[config.mk]
export PLATFORM = sky130hd
export DESIGN_NAME = rbd_div
export DESIGN_NICKNAME = d
export VERILOG_FILES = /design/src/hdl/rbd_pkg.sv /design/src/hdl/rbd_div.sv
export SDC_FILE = /design/constraint.sdc
export NUM_CORES = 1
export LEC_CHECK = 0
export BUFFER_PORTS_ARGS = -buffer_cell sky130_fd_sc_hd__buf_2
export CORE_UTILIZATION = 25
export CTS_BUF_LIST = sky130_fd_sc_hd__clkbuf_8
export DETAILED_ROUTE_END_ITERATION = 7
export GPL_ROUTABILITY_DRIVEN = 0
export HOLD_SLACK_MARGIN = 0.03
export PLACE_DENSITY = 0.42
export SYNTH_ARGS = -nofsm -noshare
export SYNTH_HDL_FRONTEND = slang
export SYNTH_SLANG_ARGS = --single-unit
[constraint.sdc]
create_clock -name clk -period 5.7 [get_ports clk]
set_clock_uncertainty 0.15 [all_clocks]
set_input_delay 1.14 -clock clk [delete_from_list [all_inputs] [get_ports clk]]
set_output_delay 1.14 -clock clk [all_outputs]
set_load 0.02 [all_outputs]
[src/hdl/rbd_pkg.sv]
// Shared widths, operation codes and cell control type for the ring buffer deque.
package rbd_pkg;

  localparam int FUNC_W   = 4;
  localparam int POS_W    = 9;
  localparam int WORD_W   = 32;
  localparam int FOUND_W  = 8;
  localparam int STATUS_W = 3;
  localparam int COUNT_W  = 9;

  localparam int CAPACITY_DEF   = 256;
  localparam int DATA_WIDTH_DEF = 32;

  localparam logic [FUNC_W-1:0] F_PUSH    = 4'd0;
  localparam logic [FUNC_W-1:0] F_UNSHIFT = 4'd1;
  localparam logic [FUNC_W-1:0] F_POP     = 4'd2;
  localparam logic [FUNC_W-1:0] F_SHIFT   = 4'd3;
  localparam logic [FUNC_W-1:0] F_GET     = 4'd4;
  localparam logic [FUNC_W-1:0] F_SET     = 4'd5;
  localparam logic [FUNC_W-1:0] F_REMOVE  = 4'd6;
  localparam logic [FUNC_W-1:0] F_INSERT  = 4'd7;
  localparam logic [FUNC_W-1:0] F_ROTATE  = 4'd8;
  localparam logic [FUNC_W-1:0] F_FIND    = 4'd9;
  localparam logic [FUNC_W-1:0] F_REVERSE = 4'd10;
  localparam logic [FUNC_W-1:0] F_CLEAR   = 4'd11;

  localparam logic [STATUS_W-1:0] ST_OK       = 3'd0;
  localparam logic [STATUS_W-1:0] ST_EMPTY    = 3'd1;
  localparam logic [STATUS_W-1:0] ST_RANGE    = 3'd2;
  localparam logic [STATUS_W-1:0] ST_FULL     = 3'd3;
  localparam logic [STATUS_W-1:0] ST_NOTFOUND = 3'd4;

  localparam logic [2:0] COP_HOLD    = 3'd0;
  localparam logic [2:0] COP_RING    = 3'd1;
  localparam logic [2:0] COP_LOAD    = 3'd2;
  localparam logic [2:0] COP_REMOVE  = 3'd3;
  localparam logic [2:0] COP_INSERT  = 3'd4;
  localparam logic [2:0] COP_ROT1    = 3'd5;
  localparam logic [2:0] COP_TAGINIT = 3'd6;
  localparam logic [2:0] COP_SWAP    = 3'd7;

  typedef struct packed {
    logic [2:0] op;
    logic       phase;
  } cell_ctl_t;

endpackage

[src/hdl/rbd_div.sv]
// Bit-serial remainder unit for reducing a rotation amount modulo the element count.
module rbd_div #(
  parameter int CW = 9
) (
  input  logic                         clk,
  input  logic                         rst,
  input  logic                         start,
  input  logic [rbd_pkg::WORD_W-1:0]   dividend,
  input  logic [CW-1:0]                divisor,
  output logic                         busy,
  output logic [CW-1:0]                rem
);
  import rbd_pkg::*;

  localparam int NW = $clog2(WORD_W);

  logic [WORD_W-1:0] dvd;
  logic [NW-1:0]     n;
  logic [CW:0]       trial;

  assign trial = {rem, dvd[WORD_W-1]};

  always_ff @(posedge clk) begin
    if (rst) begin
      busy <= 1'b0;
      n    <= '0;
    end else if (start) begin
      busy <= 1'b1;
      n    <= '0;
      dvd  <= dividend;
      rem  <= '0;
    end else if (busy) begin
      dvd <= {dvd[WORD_W-2:0], 1'b0};
      if (trial >= {1'b0, divisor}) rem <= CW'(trial - {1'b0, divisor});
      else rem <= CW'(trial);
      n <= n + 1'b1;
      if (n == NW'(WORD_W - 1)) busy <= 1'b0;
    end
  end
endmodule

==> results of run 1 <==
==> where the power goes <==
part,leakage [nW],internal [mW],switching (mW)
clock,0.0556,0.129,0.111
sequential,0.442,0.404,0.0105
combinational,0.697,0.0692,0.0786
total,1.19,0.602,0.200
==> area by class of cell <==
cell class	instances	area, um2	share of cell area [%]
multi-input combinational	119	1010	34.25
tap	129	161.4	5.475
sequential	47	1351	45.84
inverter	12	45.04	1.528
clock buffer	5	68.82	2.334
timing repair buffer	54	272.8	9.253
clock inverter	3	38.79	1.316
==> Yosys cell counts (3+ instances only) <==
library cell / number / area share (%)
edfxtp_1: 41 / 51
nor3_1: 7 / 1.4
xnor2_1: 3 / 1.1
xor2_1: 3 / 1.1
mux2_2: 31 / 14
inv_1: 12 / 1.9
o21ai_0: 3 / 0.62
a21o_1: 3 / 0.93
a21oi_1: 5 / 1.0
nor2_1: 9 / 1.4
nand2_1: 8 / 1.2
mux2i_1: 6 / 2.5
nand3_1: 3 / 0.62
clkbuf_1: 6 / 0.93
ha_1: 11 / 5.7
dfxtp_1: 6 / 5.0
==> through the flow <==
stage | util, % | cell area [um2] | setup slack [ps]
after floorplan | - | 2421 | 1519
after global placement | 30.45 | 2840 | 2307
after detailed placement | 30.45 | 2840 | 2241
after CTS | 31.60 | 2948 | 2560
after global routing | 31.60 | 2948 | 2423
final | 31.60 | 2948 | 2537
==> sequential cells by signal, indices dropped and copies added, names as in the netlist <==
register  flops
rem           9
n             5
dvd          32
busy          1
==> cells by family (layout without fill, tap and decap cells) <==
family,after synthesis,in the layout,share of synthesized area [%]
adder cells (fa/ha/maj),12,12,6.512
flip-flops,47,47,55.81
buffers and inverters,18,74,2.790
AND/OR/NAND/NOR,40,40,8.372
XOR/XNOR,6,6,2.171
AO/OA/AOI/OAI,24,24,7.441
multiplexers,37,37,16.90
==> worst max-delay path: stages <==
cell and delay (ps):
buf_2 80, ha_1 140, inv_1 60, fa_1 400, a21o_1 210, a221oi_2 400, o211a_2 310, mux2i_1 210
nor2_1 60
==> cells in the final DEF, fill, tap and decap left out, types with 2 or more instances in the layout <==
cell / netlist / routed
a211oi_1: 2 / 2
a21o_1: 3 / 3
a21oi_1: 5 / 5
and3_1: 2 / 2
buf_2: 0 / 53
clkbuf_8: 0 / 5
dfxtp_1: 6 / 6
edfxtp_1: 41 / 41
ha_1: 11 / 11
inv_1: 12 / 12
mux2_2: 31 / 31
mux2i_1: 6 / 6
nand2_1: 8 / 8
nand2b_1: 2 / 2
nand3_1: 3 / 3
nand4_1: 2 / 2
nor2_1: 9 / 8
nor3_1: 7 / 7
o21ai_0: 3 / 3
o21bai_1: 2 / 2
xnor2_1: 3 / 3
xor2_1: 3 / 3
==> path summary, 6_finish.rpt <==
kind | from | to | slack, ps | cells after the start
setup reg to reg | dvd[31] | rem[1] | 2980 | 9
setup / recovery | divisor[0] | rem[1] | 2540 | 9
hold reg to reg | n[4] | n[4] | 390 | 2
hold / removal | n[4] | n[4] | 390 | 2
==> metal layers <==
layer / wire (um) / track usage (%) / share of wire, %
met1: 2129 / 13.06 / 45
met2: 2323 / 16.12 / 49
met3: 204 / 2.368 / 4.3
met4: 38 / 3.344 / 0.81
met5: 0 / 0 / 0
==> results.py, run 1 <==
metrics = {
    "outcome": {
        "status": "finished, final reports clean",
    },
    "synthesis": {
        "yosys_warnings": 0,
        "syn-num-nets": 240,
        "ys.flop_type": "edfxtp_1",
        "syn-cell-area_mm2": 0.002421,
        "avgSynthCellArea_um2": 13.16,
        "async_flop_share_pct": 0,
        "synth_edf_count": 41,
        "syn_inst": 184,
        "yosysUniqueCellTypes": 38,
        "ys_seq_elements": 47,
        "synth-seq-area-share_pct": 55.81,
    },
    "clocking": {
        "cts_hold_buf": 0,
        "cts-root-buf": "clkbuf_8",
        "cts_tree": "yes",
        "clock_sinks": 47,
        "ctsResizeCount": 0,
        "htreeDepth": 2,
        "cts_setup_buffers": 0,
        "path_clk_slew_ps": 80,
        "cts_buffers": 5,
        "insertion_delay_ps": 290,
        "cts_buffer_depth": 2,
    },
    "cells_and_area": {
        "nFillCells": 982,
        "final_layout_size_suffix_gt1_share_pct": 41.25,
        "area_delta_synth_final_pct": 21.76,
        "antenna_cells": 0,
        "final_cells": 369,
        "num-nets-final": 295,
    },
    "sta": {
        "min_period_over_period_pct": 55.49,
        "period_needed_ps": 3163,
        "rsz0062_at_grt": "no",
        "fin_tns_setup_ps": 0,
        "fmax_mhz": 316.2,
        "relSlewSlack_pct": 31.62,
        "final-hold-violation-count": 0,
        "whs_ps": 387.4,
        "setup_viol": 0,
        "worst_pin_slew_ps": 1026,
        "slew_violations": 0,
    },
    "power_and_ir_drop": {
        "p_leak_nw": 1.194,
        "p_total_mw": 0.8014,
        "p_per_area_mw_per_mm2": 271.9,
        "irDropWorstVdd_uv": 81.62,
    },
    "die": {
        "core_mm2": 0.009328,
        "dieArea_mm2": 0.01008,
        "die_y_um": 100.4,
        "initial_core_util_pct": 25.96,
        "die_w_um": 100.4,
        "fp-row-count": 35,
        "num_io_pins": 54,
    },
    "critical_path": {
        "critPathRequiredTime_ps": 5550,
        "end_kind": "flop",
        "worstPathMaxFanout": 6,
        "worstPathArrival_ps": 3020,
        "critPathLaunchType": "input pin",
        "crit_type": "in -> reg",
    },
    "place": {
        "placedCellCount": 361,
        "dpl.hpwl_mm": 3.219,
        "io_buffers": 53,
    },
    "detailed_routing": {
        "wl_per_cell_um": 12.73,
        "viasPerCell": 4.295,
        "drc_errors": 0,
        "wl_mm": 4.696,
        "via_count": 1585,
        "dr.first_iter.drc_count": 75,
        "first_pass_iters": 4,
        "drtAntennaViolNets": 0,
    },
    "global_route": {
        "grt_pass1_vias": 1619,
        "grt_use_total_pct": 9.963,
        "grt_max_degree": 49,
        "overflow": 0,
        "grt_antenna_before_repair": 0,
        "grt_first_pass_wirelength_mm": 7.776,
    },
    "run": {
        "maxCapViolCount": 0,
    },
    "hold_path": {
        "hold_class": "reg -> reg",
    },
}
No activity file was read; power rests on OpenSTA's default activity.
==> run 2: changes to the inputs <==
Settings changed: PLACE_DENSITY 0.42 to 0.43.
Clock period 5.7 ns to 2.77 ns, I/O delays scaled along.
==> run 2 against run 1 <==
  * Via count increased by 1.3%
  * Global-route usage decreased by 0.13 points
  * Routed wire length decreased by 0.66%
  * Sequential cell count unchanged
  * Utilization increased by 0.52 points
  * Final cell count increased by 1.6%
  * Power increased by 100%
  * Die area unchanged
  * Highest routed layer is now met3
  * Worst setup slack got worse by 2300 ps
  * Non-clock buffer count increased by 6
  * Clock power increased by 83%
==> results.py, run 2 (synthesized netlist as in run 1, its figures left out) <==
metrics = {
    "cells_and_area": {
        "area_delta_synth_final_pct": 23.77,
        "reg.largest.list": "dvd: 32 flops, rem: 9 flops, n: 5 flops",
        "layout_commonest_cell": "buf_2",
        "largest_register_ffs": 32,
        "regMostFlops": "dvd",
        "final_layout_size_suffix_gt1_share_pct": 43.09,
        "antenna_cells": 0,
        "num-nets-final": 301,
        "final_cell_mix": "53 x buf_2, 41 x edfxtp_1, 31 x mux2_2",
    },
    "sta": {
        "worst_pin_slew_ps": 473.7,
        "slew_violations": 0,
        "final-hold-violation-count": 0,
        "relSlewSlack_pct": 68.23,
        "min_period_over_period_pct": 91.40,
        "period_needed_ps": 2532,
        "rsz0062_at_grt": "no",
        "setup_viol": 0,
        "fin_tns_setup_ps": 0,
        "finalWorstSetupSlack_ps": 238.2,
        "whs_ps": 391.1,
        "fmax_mhz": 395.0,
    },
    "critical_path": {
        "worstPathCellList": "inv_1 > ha_1 > inv_1 > fa_1 > a21o_1 > a221oi_2 > o211ai_2 > and2_0 > a211oi_1",
        "critPathLaunchType": "flop",
        "worstPathArrival_ps": 2510,
        "end_kind": "flop",
        "crit_type": "reg -> reg",
        "cp_slowest_cell": "fa_1",
        "worst-path-buf-inv": 2,
        "timing.reg2reg.setup_slack_ps": 240,
        "critPathMaxStageDelay_ps": 400,
        "worstPathMaxFanout": 6,
        "path_common_cell": "inv_1",
        "cp_top_family": "compound AO/OA/AOI/OAI gates",
        "critPathRequiredTime_ps": 2750,
    },
    "global_route": {
        "grt_max_degree": 32,
        "grt_antenna_before_repair": 0,
        "grt_first_pass_wirelength_mm": 7.659,
        "grt_use_total_pct": 9.833,
        "overflow": 0,
        "grt_pass1_vias": 1561,
    },
    "die": {
        "dieArea_mm2": 0.01008,
        "initial_core_util_pct": 25.96,
        "die_w_um": 100.4,
        "fp-row-count": 35,
        "die_y_um": 100.4,
        "num_io_pins": 54,
        "core_mm2": 0.009328,
    },
    "detailed_routing": {
        "via_count": 1605,
        "first_pass_iters": 4,
        "wl_per_cell_um": 12.44,
        "dr.first_iter.drc_count": 53,
        "drc_errors": 0,
        "viasPerCell": 4.280,
        "drtAntennaViolNets": 0,
        "wl_mm": 4.665,
    },
    "power_and_ir_drop": {
        "irDropWorstVdd_uv": 198.6,
        "p_total_mw": 1.614,
        "p_per_area_mw_per_mm2": 538.7,
        "p_leak_nw": 1.219,
    },
    "place": {
        "io_buffers": 53,
        "place_ws_ps": 40.28,
        "dpl.hpwl_mm": 3.410,
    },
    "clocking": {
        "clock_sinks": 47,
        "cts_hold_buf": 0,
        "cts_buffer_depth": 2,
        "cts_buffers": 5,
        "htreeDepth": 2,
        "ctsResizeCount": 0,
        "insertion_delay_ps": 290,
        "cts_tree": "yes",
        "cts-root-buf": "clkbuf_8",
        "cts_setup_buffers": 0,
        "path_clk_slew_ps": 90,
    },
    "run": {
        "maxCapViolCount": 0,
    },
    "hold_path": {
        "hold_class": "reg -> reg",
    },
    "outcome": {
        "status": "finished, final reports clean",
    },
}
==> run 2: cell count changes in the layout (fill, tap and decap cells not counted), sizes merged <==
| cell | previous run | this run |
|---|---|---|
| bufinv | 1 | 0 |
| clkinvlp | 0 | 1 |
| clkbuf | 5 | 6 |
| clkinv | 2 | 1 |
| buf | 54 | 60 |
==> run 2: worst paths after layout <==
path / cells past startpoint / to / startpoint
worst min-delay path: 2 / n[4] / n[4]
worst min register to register: 2 / n[4] / n[4]
worst max register to register: 9 / rem[0] / dvd[31]
worst max-delay path: 9 / rem[0] / dvd[31]
==> run 2: metrics by stage <==
step	std cells	area, um2	utilization, %
floorplan	184	2429	-
global placement	367	2898	31.07
detailed placement	367	2898	31.07
CTS	375	2997	32.13
global route	375	2997	32.13
finish	375	2997	32.13
==> run 2: report_power, final <==
group	switching, mW	internal, mW	leakage, nW
sequential	0.0220	0.831	0.442
clock	0.234	0.204	0.0474
combinational	0.167	0.157	0.730
total	0.423	1.19	1.22
==> run 2: cell type report <==
cell class / count / area [um2]
Fill cell: 976 / 6331
Sequential cell: 47 / 1351
Multi-Input combinational cell: 119 / 1010
Timing Repair Buffer: 60 / 330.3
Tap cell: 129 / 161.4
Clock buffer: 6 / 82.58
Inverter: 12 / 45.04
Clock inverter: 2 / 16.27
==> run 2: metal layers <==
layer	track usage, %	vias to the layer above	share of wire, %	wire (um)
li1	-	804	-	-
met1	13.52	769	49	2294
met2	15.49	32	47	2195
met3	2.298	0	3.8	175
met4	2.676	0	0	0
met5	0	-	0	0
==> run 2: tightest hold or removal path, delay by kind of cell, from the launching register on <==
family           cells  cell delay, ps
DFF                  1             330
muxes                1             120
and+or+nand+nor      1              50
