==> config.mk <==
export PLATFORM = sky130hd
export DESIGN_NAME = rbd_cell
export DESIGN_NICKNAME = d
export VERILOG_FILES = /design/src/hdl/rbd_pkg.sv /design/src/hdl/rbd_cell.sv
export SDC_FILE = /design/constraint.sdc
export NUM_CORES = 1
export LEC_CHECK = 0
export ABC_AREA = 1
export BUFFER_PORTS_ARGS = -buffer_cell sky130_fd_sc_hd__buf_4
export CORE_ASPECT_RATIO = 0.6
export CORE_MARGIN = 5
export CORE_UTILIZATION = 30
export CTS_CLUSTER_DIAMETER = 50
export DETAILED_ROUTE_END_ITERATION = 10
export SLEW_MARGIN = 40
export SYNTH_ARGS = -nofsm -noshare
export SYNTH_HDL_FRONTEND = slang
export SYNTH_SLANG_ARGS = --single-unit
==> constraint.sdc <==
create_clock -name clk -period 5.2 [get_ports clk]
set_input_delay 1.04 -clock clk [delete_from_list [all_inputs] [get_ports clk]]
set_output_delay 1.04 -clock clk [all_outputs]
set_load 0.005 [all_outputs]
==> src/hdl/rbd_pkg.sv <==
// Shared widths, operation codes and cell control type for the ring buffer deque.
package rbd_pkg;

  localparam int FUNC_W   = 4;
  localparam int POS_W    = 9;
  localparam int WORD_W   = 32;
  localparam int FOUND_W  = 8;
  localparam int STATUS_W = 3;
  localparam int COUNT_W  = 9;

  localparam int CAPACITY_DEF   = 256;
  localparam int DATA_WIDTH_DEF = 32;

  localparam logic [FUNC_W-1:0] F_PUSH    = 4'd0;
  localparam logic [FUNC_W-1:0] F_UNSHIFT = 4'd1;
  localparam logic [FUNC_W-1:0] F_POP     = 4'd2;
  localparam logic [FUNC_W-1:0] F_SHIFT   = 4'd3;
  localparam logic [FUNC_W-1:0] F_GET     = 4'd4;
  localparam logic [FUNC_W-1:0] F_SET     = 4'd5;
  localparam logic [FUNC_W-1:0] F_REMOVE  = 4'd6;
  localparam logic [FUNC_W-1:0] F_INSERT  = 4'd7;
  localparam logic [FUNC_W-1:0] F_ROTATE  = 4'd8;
  localparam logic [FUNC_W-1:0] F_FIND    = 4'd9;
  localparam logic [FUNC_W-1:0] F_REVERSE = 4'd10;
  localparam logic [FUNC_W-1:0] F_CLEAR   = 4'd11;

  localparam logic [STATUS_W-1:0] ST_OK       = 3'd0;
  localparam logic [STATUS_W-1:0] ST_EMPTY    = 3'd1;
  localparam logic [STATUS_W-1:0] ST_RANGE    = 3'd2;
  localparam logic [STATUS_W-1:0] ST_FULL     = 3'd3;
  localparam logic [STATUS_W-1:0] ST_NOTFOUND = 3'd4;

  localparam logic [2:0] COP_HOLD    = 3'd0;
  localparam logic [2:0] COP_RING    = 3'd1;
  localparam logic [2:0] COP_LOAD    = 3'd2;
  localparam logic [2:0] COP_REMOVE  = 3'd3;
  localparam logic [2:0] COP_INSERT  = 3'd4;
  localparam logic [2:0] COP_ROT1    = 3'd5;
  localparam logic [2:0] COP_TAGINIT = 3'd6;
  localparam logic [2:0] COP_SWAP    = 3'd7;

  typedef struct packed {
    logic [2:0] op;
    logic       phase;
  } cell_ctl_t;

endpackage

==> src/hdl/rbd_cell.sv <==
// One storage cell of the ring: a data word and a sort tag, fed by its two neighbors.
module rbd_cell #(
  parameter int IDX = 0,
  parameter int AW  = 8,
  parameter int CW  = 9,
  parameter int DW  = 32
) (
  input  logic               clk,
  input  rbd_pkg::cell_ctl_t ctl,
  input  logic [CW-1:0]      pos,
  input  logic [CW-1:0]      cnt,
  input  logic [DW-1:0]      val,
  input  logic [DW-1:0]      head_data,
  input  logic [DW-1:0]      left_data,
  input  logic [AW-1:0]      left_tag,
  input  logic [DW-1:0]      right_data,
  input  logic [AW-1:0]      right_tag,
  output logic [DW-1:0]      data,
  output logic [AW-1:0]      tag
);
  import rbd_pkg::*;

  localparam logic [CW-1:0] ME      = CW'(IDX);
  localparam logic [CW:0]   ME_NEXT = (CW+1)'(IDX + 1);

  logic [CW:0] cnt_ext;
  logic        take_right;
  logic        take_left;

  assign cnt_ext = {1'b0, cnt};

  // Odd-even transposition: this cell pairs with its right neighbor when its parity matches.
  always_comb begin
    take_right = (ME[0] == ctl.phase) && (ME_NEXT < cnt_ext) && (tag < right_tag);
    take_left  = (ME != '0) && (ME[0] != ctl.phase) && (ME < cnt) && (left_tag < tag);
  end

  always_ff @(posedge clk) begin
    case (ctl.op)
      COP_RING: begin
        data <= right_data;
        tag  <= right_tag;
      end
      COP_LOAD: begin
        if (ME == '0) data <= val;
      end
      COP_REMOVE: begin
        if (ME >= pos && ME_NEXT < cnt_ext) data <= right_data;
      end
      COP_INSERT: begin
        if (ME == pos) data <= val;
        else if (ME > pos && ME <= cnt) data <= left_data;
      end
      COP_ROT1: begin
        if (ME_NEXT < cnt_ext) data <= right_data;
        else if (ME_NEXT == cnt_ext) data <= head_data;
      end
      COP_TAGINIT: begin
        tag <= AW'(IDX);
      end
      COP_SWAP: begin
        if (take_right) begin
          data <= right_data;
          tag  <= right_tag;
        end else if (take_left) begin
          data <= left_data;
          tag  <= left_tag;
        end
      end
      default: begin
      end
    endcase
  end
endmodule

==> results of run 1 <==
where the power goes:
| part | leakage [uW] | internal [uW] | switching (uW) |
|---|---|---|---|
| Clock | 0.0000655 | 177 | 119 |
| Sequential | 0.000394 | 395 | 9.49 |
| Combinational | 0.00192 | 145 | 104 |
| Total | 0.00238 | 717 | 233 |
worst paths after layout:
kind                               startpoint        to  slack, ns  depth (start not counted)
worst max-delay path                   ctl[3]  data[11]       2.49                          8
worst min-delay path            right_data[2]   data[2]       1.05                          3
worst max register to register         tag[7]    tag[7]       3.08                          5
worst min register to register         tag[6]   data[9]       1.06                          5
per-stage QoR:
step	setup WS (ns)	hold slack [ns]	cell area, um^2	power [uW]
global route	2.36	1.05	4740	1010
CTS	2.47	1.04	4740	966
floorplan	1.46	1.07	2990	495
detailed placement	2.18	1.05	4600	664
finish	2.49	1.05	4740	950
global placement	1.96	1.28	4570	657
layout make-up:
cell class | instances | area, um^2
clock inverters | 1 | 3.75
multi-input cells | 294 | 1490
well taps | 135 | 169
inverters | 51 | 191
repair buffers | 204 | 1550
fillers | 1015 | 5070
clock buffers | 7 | 133
flip-flops and latches | 40 | 1200
worst reg2reg max path: stages, from the launching register on:
cell	delay [ns]
edfxtp_1	0.41
ha_1	0.31
a21oi_1	0.15
o21a_1	0.13
nand3_1	0.13
o21bai_1	0.63
layer usage:
layer,track usage [%],vias up,wire length [um]
met4,2.04,0,43
met2,28.0,156,4700
met5,0,-,0
li1,-,1695,-
met1,22.8,1483,4830
met3,5.76,4,1120
sequential cells by signal, summed over array words and instances, names as in the netlist:
name / cells
tag: 8
data: 32
cells by family (layout without fill, tap and decap cells):
kind of cell	count (synthesis)	count (layout)	share of synthesized area, %
buffers and inverters	71	263	10.9
AOI/OAI and AO/OA	41	41	10.0
DFF	40	40	40.1
and+or+nand+nor	246	246	36.1
adders and majority gates	7	7	2.93
Yosys cell counts:
master and number:
o211ai_1 32, inv_2 4, a21oi_1 5, buf_6 4, nor2_4 1, buf_2 8, inv_1 47, ha_1 7
buf_4 5, nor2_2 2, nor3_2 1, o21a_1 1, o22ai_2 1, nand2_1 181, nor2_1 24, nand3b_1 32
o21bai_1 2, nor3_4 1, nand3_1 4, edfxtp_1 40, clkbuf_1 3
==> results.toml, run 1 <==
[place]
dp_hpwl_mm = 8.28
place_inst = 724
routabilityCongestion = 0.821
portBuffers = 198

[detailed_routing]
drc = 0
routedWlPerCell_um = 14.6
antenna_left = 0
drt_iter0_markers = 183
drt_wl_total_mm = 10.7
vias = 3338
via_per_inst = 4.56
dr.pass1.iters = 4

[job]
max_cap_viol_count = 0

[worst_setup_path]
worstPathRequired_ns = 5.21
cp_data_arrival_time_ns = 2.71
criticalPathCategory = "input port to flop"
crit_buf_inv = 4
crit_family = "buffers and inverters"
crit_path_start_kind = "input port"
end_kind = "flop"
critPathMaxFanout = 33
cpMaxStageDelayCell = "inv_2"
worstPathCellList = "buf_4, inv_2, nand2_1, inv_2, o22ai_2, buf_4, nand2_1, nand3b_1"
slowest_delay_ns = 0.48

[synth]
syn_inst = 405
yosysTopAreaCell = "edfxtp_1"
synth_area_per_cell_um2 = 7.39
synth-seq-cells = 40
syn_nets = 579
yosys.area.top_type_share_pct = 40.1
netlist_area_um2 = 2990
ys_seq_area_share_pct = 40.1
synth_cell_types = 21
ys_top_cells_by_area = "edfxtp_1 (40%), nand2_1 (23%), nand3b_1 (8.0%), o211ai_1 (8.0%), inv_1 (5.9%)"
yosys_warnings = 0

[timing]
clock.fmax_ghz = 0.370
maxSlewViolCount = 0
worstMarginPinSlew_ns = 0.751
finalSetupTns_ns = 0
finalCriticalPeriod_ns = 2.71
period_share_pct = 52.0
slew_headroom_pct = 49.8
setup_violations = 0
fin_skew_ns = 0.00347
rsz0062_at_grt = "no"
hold_viol = 0

[floorplanning]
fp.dieH_um = 87.4
start_util_pct = 30.5
coreArea_um2 = 9810
rows = 28
die-area_um2 = 12100
die_w_um = 139
ioPinCount = 207

[layout]
drive_gt1_share_pct = 37.0
area_delta_synth_final_pct = 58.2
final_common_cell = "buf_4"
mostFrequentLayoutCells = "buf_4 (202), nand2_1 (181), inv_1 (47)"
layoutNonFillerInstCount = 732
postLayoutCoreUtil_pct = 48.3
nets = 770
antenna_cells = 0

[clock_network]
htree_num_levels = 2
ctsResizeCount = 0
cts.sinks = 40
numCtsBuffers = 5
clock-root-buffer = "clkbuf_16"
cts_tree = "built"
postCtsHoldBufs = 0
insertion_delay_ns = 0.28
clk_pin_slew_ns = 0.06
clock_path_buffers = 2
post_cts.repair.setup_buffers = 0

[min_path]
hp-class = "input port to flop"

[global_route]
antenna_found_initial = 0
grt_pass1_vias = 3353
grt_pass1_wl_mm = 16.7
grt_overflow_total = 0
track_usage_pct = 17.1
grt_start_max_net_pins = 65

[status]
outcome = "finished, final reports clean"

[power_and_ir_drop]
pwr_density_cell_nw_per_um2 = 201
ir_drop_mv = 0.109
power.leakage_uw = 0.00238
Note: power is estimated with default switching activity, not from simulation.
==> run 2: changes to the inputs <==
clock period = 2.6 ns   (was 5.2 ns; I/O delays follow)
==> run 2 against run 1 <==
Compared with the run above:
- final cell count is 0.41% higher
- largest power group unchanged
- die area stayed put
- sequential share of layout area is 0.067 points lower
- clock-buffer cell count is 1 lower
- core utilization is 0.13 points higher
- sequential power is 100% higher
- global-route usage is 0.31 points higher
- combinational power is 98% higher
- critical endpoint is now data[13]
- critical path type unchanged
- critical path depth stayed put
==> results.toml, run 2 (same netlist as run 1, synthesis figures left out) <==
[timing]
setup_violations = 0
finalSetupTns_ns = 0
setup_ws_ns = 0.622
finalCriticalPeriod_ns = 1.98
period_share_pct = 76.1
fin_skew_ns = 0.00261
clock.fmax_ghz = 0.506
hold_viol = 0
worstMarginPinSlew_ns = 0.775
maxSlewViolCount = 0
rsz0062_at_grt = "no"
slew_headroom_pct = 48.3

[layout]
postLayoutCoreUtil_pct = 48.4
antenna_cells = 0
reg.largest.list = "data: 32 flops, tag: 8 flops"
largest_reg_flops = 32
drive_gt1_share_pct = 37.7
nets = 774
final_common_cell = "buf_4"
design_area_um2 = 4750
area_delta_synth_final_pct = 58.6
regMostFlops = "data"
fillers = 1022
mostFrequentLayoutCells = "buf_4 (208), nand2_1 (181), inv_1 (47)"

[clock_network]
cts_tree = "built"
postCtsHoldBufs = 0
htree_num_levels = 2
cts.sinks = 40
clock-root-buffer = "clkbuf_16"
post_cts.repair.setup_buffers = 0
clk_pin_slew_ns = 0.06
insertion_delay_ns = 0.28
clock_path_buffers = 2
ctsResizeCount = 0
numCtsBuffers = 5

[power_and_ir_drop]
power.leakage_uw = 0.00239
ir_drop_mv = 0.264
p_seq_share_pct = 43.0
clkPwrFrac_pct = 30.8
combPwrFrac_pct = 26.1
p_int_uw = 1430
p_sw_share_pct = 24.4
power.switching_uw = 460
pwr_density_cell_nw_per_um2 = 398

[detailed_routing]
drt_wl_total_mm = 10.9
via_per_inst = 4.53
dr.pass1.iters = 6
routedWlPerCell_um = 14.9
vias = 3330
antenna_left = 0
drt_iter0_markers = 152
drc = 0

[worst_setup_path]
ff2ff_path_depth = 6
slowest_delay_ns = 0.61
worstPathRequired_ns = 2.74
r2r_setup_slack_ns = 0.65
worstPathCellList = "buf_4, inv_2, nor2_4, nand2_1, o22ai_2, buf_4, nand2_1, nand3b_1"
end_kind = "flop"
criticalPathCategory = "input port to flop"
critPathMaxFanout = 18
cp_data_arrival_time_ns = 2.12
r2r-start = "tag[5]"
cpMaxStageDelayCell = "o22ai_2"
crit_path_start_kind = "input port"
r2r_end = "data[25]"

[min_path]
hp-class = "input port to flop"
min_from = "right_data[18]"
hold_end = "data[18]"
hold_depth = 3

[floorplanning]
coreArea_um2 = 9810
fp.dieH_um = 87.4
die_w_um = 139
die-area_um2 = 12100
rows = 28
start_util_pct = 30.5
ioPinCount = 207

[global_route]
antenna_found_initial = 0
track_usage_pct = 17.4
grt_pass1_wl_mm = 16.8
grt_pass1_vias = 3337
grt_start_max_net_pins = 37
grt_overflow_total = 0

[job]
max_cap_viol_count = 0

[status]
outcome = "finished, final reports clean"

[place]
portBuffers = 198
routabilityCongestion = 0.863
dp_hpwl_mm = 8.60
pre_cts_ws_ns = 0.292
placed_area_um2 = 4620
## run 2: cell count changes in the layout (fill, tap and decap cells not counted)
cell      before  now
buf_4        202  208
buf_8          2    0
clkinv_2       0    1
clkbuf_1       2    1
clkinv_1       1    0
## run 2: per-layer routing
metal	wire length [um]	up-vias	global-route usage [%]	share of wire (%)
li1	-	1700	-	-
met1	5090	1473	23.7	47
met2	4760	151	27.5	44
met3	1010	6	6.20	9.2
met4	63	0	2.49	0.58
met5	0	-	0	0
## run 2: area by class of cell
class	count	area [um^2]	area share [%]
Clock inverter	1	5.00	0.105
Clock buffer	6	129	2.71
Inverter	51	191	4.03
Multi-Input combinational cell	294	1490	31.4
Timing Repair Buffer	208	1560	32.9
Sequential cell	40	1200	25.3
Tap cell	135	169	3.56
## run 2: stage by stage
step / cells / hold WS, ns / total power, uW
after floorplan: 405 / 0.724 / 990
after global placement: 728 / 0.811 / 1320
after detailed placement: 728 / 0.818 / 1330
after CTS: 735 / 0.525 / 1920
after global routing: 735 / 0.527 / 2000
final: 735 / 0.531 / 1890
## run 2: how the worst max path moves through the flow
stage | endpoint | from | slack, ns
6_report | data[13] | ctl[3] | 0.62
3_5_place_dp | data[13] | ctl[3] | 0.29
4_1_cts | data[13] | ctl[3] | 0.59
3_3_place_gp | data[28] | ctl[3] | 0.33
2_1_floorplan | data[0] | right_tag[7] | 0.01
5_1_grt | data[28] | ctl[3] | 0.47
## run 2: critical path: cells and delay by family
| kind | cells | cell delay (ns) |
|---|---|---|
| buf+inv | 3 | 0.55 |
| simple gates | 4 | 0.43 |
| compound gates | 1 | 0.61 |
## run 2: power by group through the flow
stage	clock network [uW]	logic (uW)	registers [uW]
2_1_floorplan	0	160	830
3_3_place_gp	0	497	824
3_5_place_dp	0	501	826
4_1_cts	606	503	813
5_1_grt	638	547	819
6_report	582	494	813
==> run 3: changes to the inputs <==
clock period = 1.8 ns   (was 2.6 ns; I/O delays follow)
==> run 3 against run 2 <==
Compared with the run above:
- the flow now finishes with violations (setup timing)
- flip-flop and latch count unchanged
- clock power up 47%
- setup slack got worse by 0.69 ns
- first-iteration DRC count decreased by 2.6%
==> results.toml, run 3 (same netlist as run 1, synthesis figures left out) <==
[global_route]
grt_pass1_wl_mm = 17.3
track_usage_pct = 17.8
grt_pass1_vias = 3534
grt_start_max_net_pins = 33
antenna_found_initial = 0
grt_overflow_total = 0

[layout]
mostFrequentLayoutCells = "buf_4 (221), nand2_1 (181), inv_1 (47)"
final_common_cell = "buf_4"
largest_reg_flops = 32
seqCellArea_um2 = 1200
drive_gt1_share_pct = 41.0
area_delta_synth_final_pct = 70.5
fillers = 958
reg.largest.list = "data: 32 flops, tag: 8 flops"
nets = 798
antenna_cells = 0
regMostFlops = "data"
multi_input_area_um2 = 1540
layoutNonFillerInstCount = 759
design_area_um2 = 5110

[timing]
whs_ns = 0.369
clock.fmax_ghz = 0.536
fin_skew_ns = 0.00427
period_share_pct = 104
rsz0062_at_grt = "yes"
worstMarginPinSlew_ns = 0.331
hold_viol = 0
finalSetupTns_ns = -1.73
setup_violations = 32
finalCriticalPeriod_ns = 1.87
maxSlewViolCount = 0
slew_headroom_pct = 78.0
setup_ws_ns = -0.0658

[clock_network]
clock-root-buffer = "clkbuf_16"
clk_pin_slew_ns = 0.06
cts_tree = "built"
cts.sinks = 40
insertion_delay_ns = 0.28
numCtsBuffers = 5
htree_num_levels = 2
clock_path_buffers = 2

[worst_setup_path]
criticalPathCategory = "flop to flop"
critPathCapture = "data[5]"
ff2ff_path_depth = 8
worstSetupStartpoint = "tag[3]"
r2r_end = "data[5]"
r2r-start = "tag[3]"
worstPathRequired_ns = 1.80
end_kind = "flop"
r2r_setup_slack_ns = -0.07
crit_path_start_kind = "flop"
cp_data_arrival_time_ns = 1.87
critPathMaxFanout = 6

[job]
max_cap_viol_count = 0

[floorplanning]
start_util_pct = 30.5
ioPinCount = 207
die_w_um = 139
rows = 28
coreArea_um2 = 9810
die-area_um2 = 12100
fp.dieH_um = 87.4

[place]
dp_hpwl_mm = 8.81
pre_cts_ws_ns = -0.134
placed_area_um2 = 4800
portBuffers = 198
place_inst = 744
routabilityCongestion = 0.800

[detailed_routing]
dr.pass1.iters = 4
drt_iter0_markers = 148
routedWlPerCell_um = 15.0
vias = 3466
via_per_inst = 4.57
drt_wl_total_mm = 11.4
drc = 0
antenna_left = 0

[power_and_ir_drop]
pwr_density_cell_nw_per_um2 = 561
power.leakage_uw = 0.00256
ir_drop_mv = 0.309

[min_path]
hp-class = "input port to flop"

[status]
outcome = "finished, violations left"
violations = "setup timing"
[run 3: timing repair]
action	in CTS	in global routing
resized for setup	0	5
buffers inserted	2	2
pin swaps	2	3
hold buffers	0	0
endpoints found under the hold margin	0	0
cloned	0	4
setup endpoints to repair	40	40
[run 3: layer usage]
layer | GRT usage, % | up-vias | wire (um)
met5 | 0 | - | 0
met4 | 4.17 | 0 | 89
met1 | 23.2 | 1560 | 5050
li1 | - | 1752 | -
met3 | 5.98 | 6 | 1070
met2 | 28.8 | 148 | 5190
[run 3: through the flow]
step           total power (uW)  util, %
2_1_floorplan              1430        -
5_1_grt                    3020     52.1
4_1_cts                    2840     50.4
3_3_place_gp               1950     48.7
6_report                   2870     52.1
3_5_place_dp               1970     48.9
[run 3: area by class of cell]
cell class	instances	area share, %
inverters	51	3.75
repair buffers	232	36.6
multi-input cells	294	30.2
clock inverters	1	0.0980
well taps	135	3.31
flip-flops and latches	40	23.5
clock buffers	6	2.52
[run 3: how the worst min path moves through the flow]
stage | from | endpoint | slack, ns | cells after the start
global placement | right_data[27] | data[27] | 0.65 | 3
global route | right_data[4] | data[4] | 0.37 | 3
detailed placement | right_data[7] | data[7] | 0.66 | 3
floorplan | right_data[0] | data[0] | 0.56 | 2
finish | right_data[20] | data[20] | 0.37 | 3
CTS | right_data[7] | data[7] | 0.36 | 3
[run 3: power breakdown]
part	leakage, uW	switching (uW)	internal [uW]
sequential	0.000394	30.0	1140
combinational	0.00210	329	507
clock	0.0000667	353	504
[run 3: critical path: stages, from the launching register on]
cell       delay, ns
edfxtp_1        0.40
ha_1            0.32
a21oi_1         0.15
nand2_1         0.06
nand2_1         0.07
nand3_2         0.10
a21oi_4         0.19
buf_12          0.16
clkbuf_16       0.15
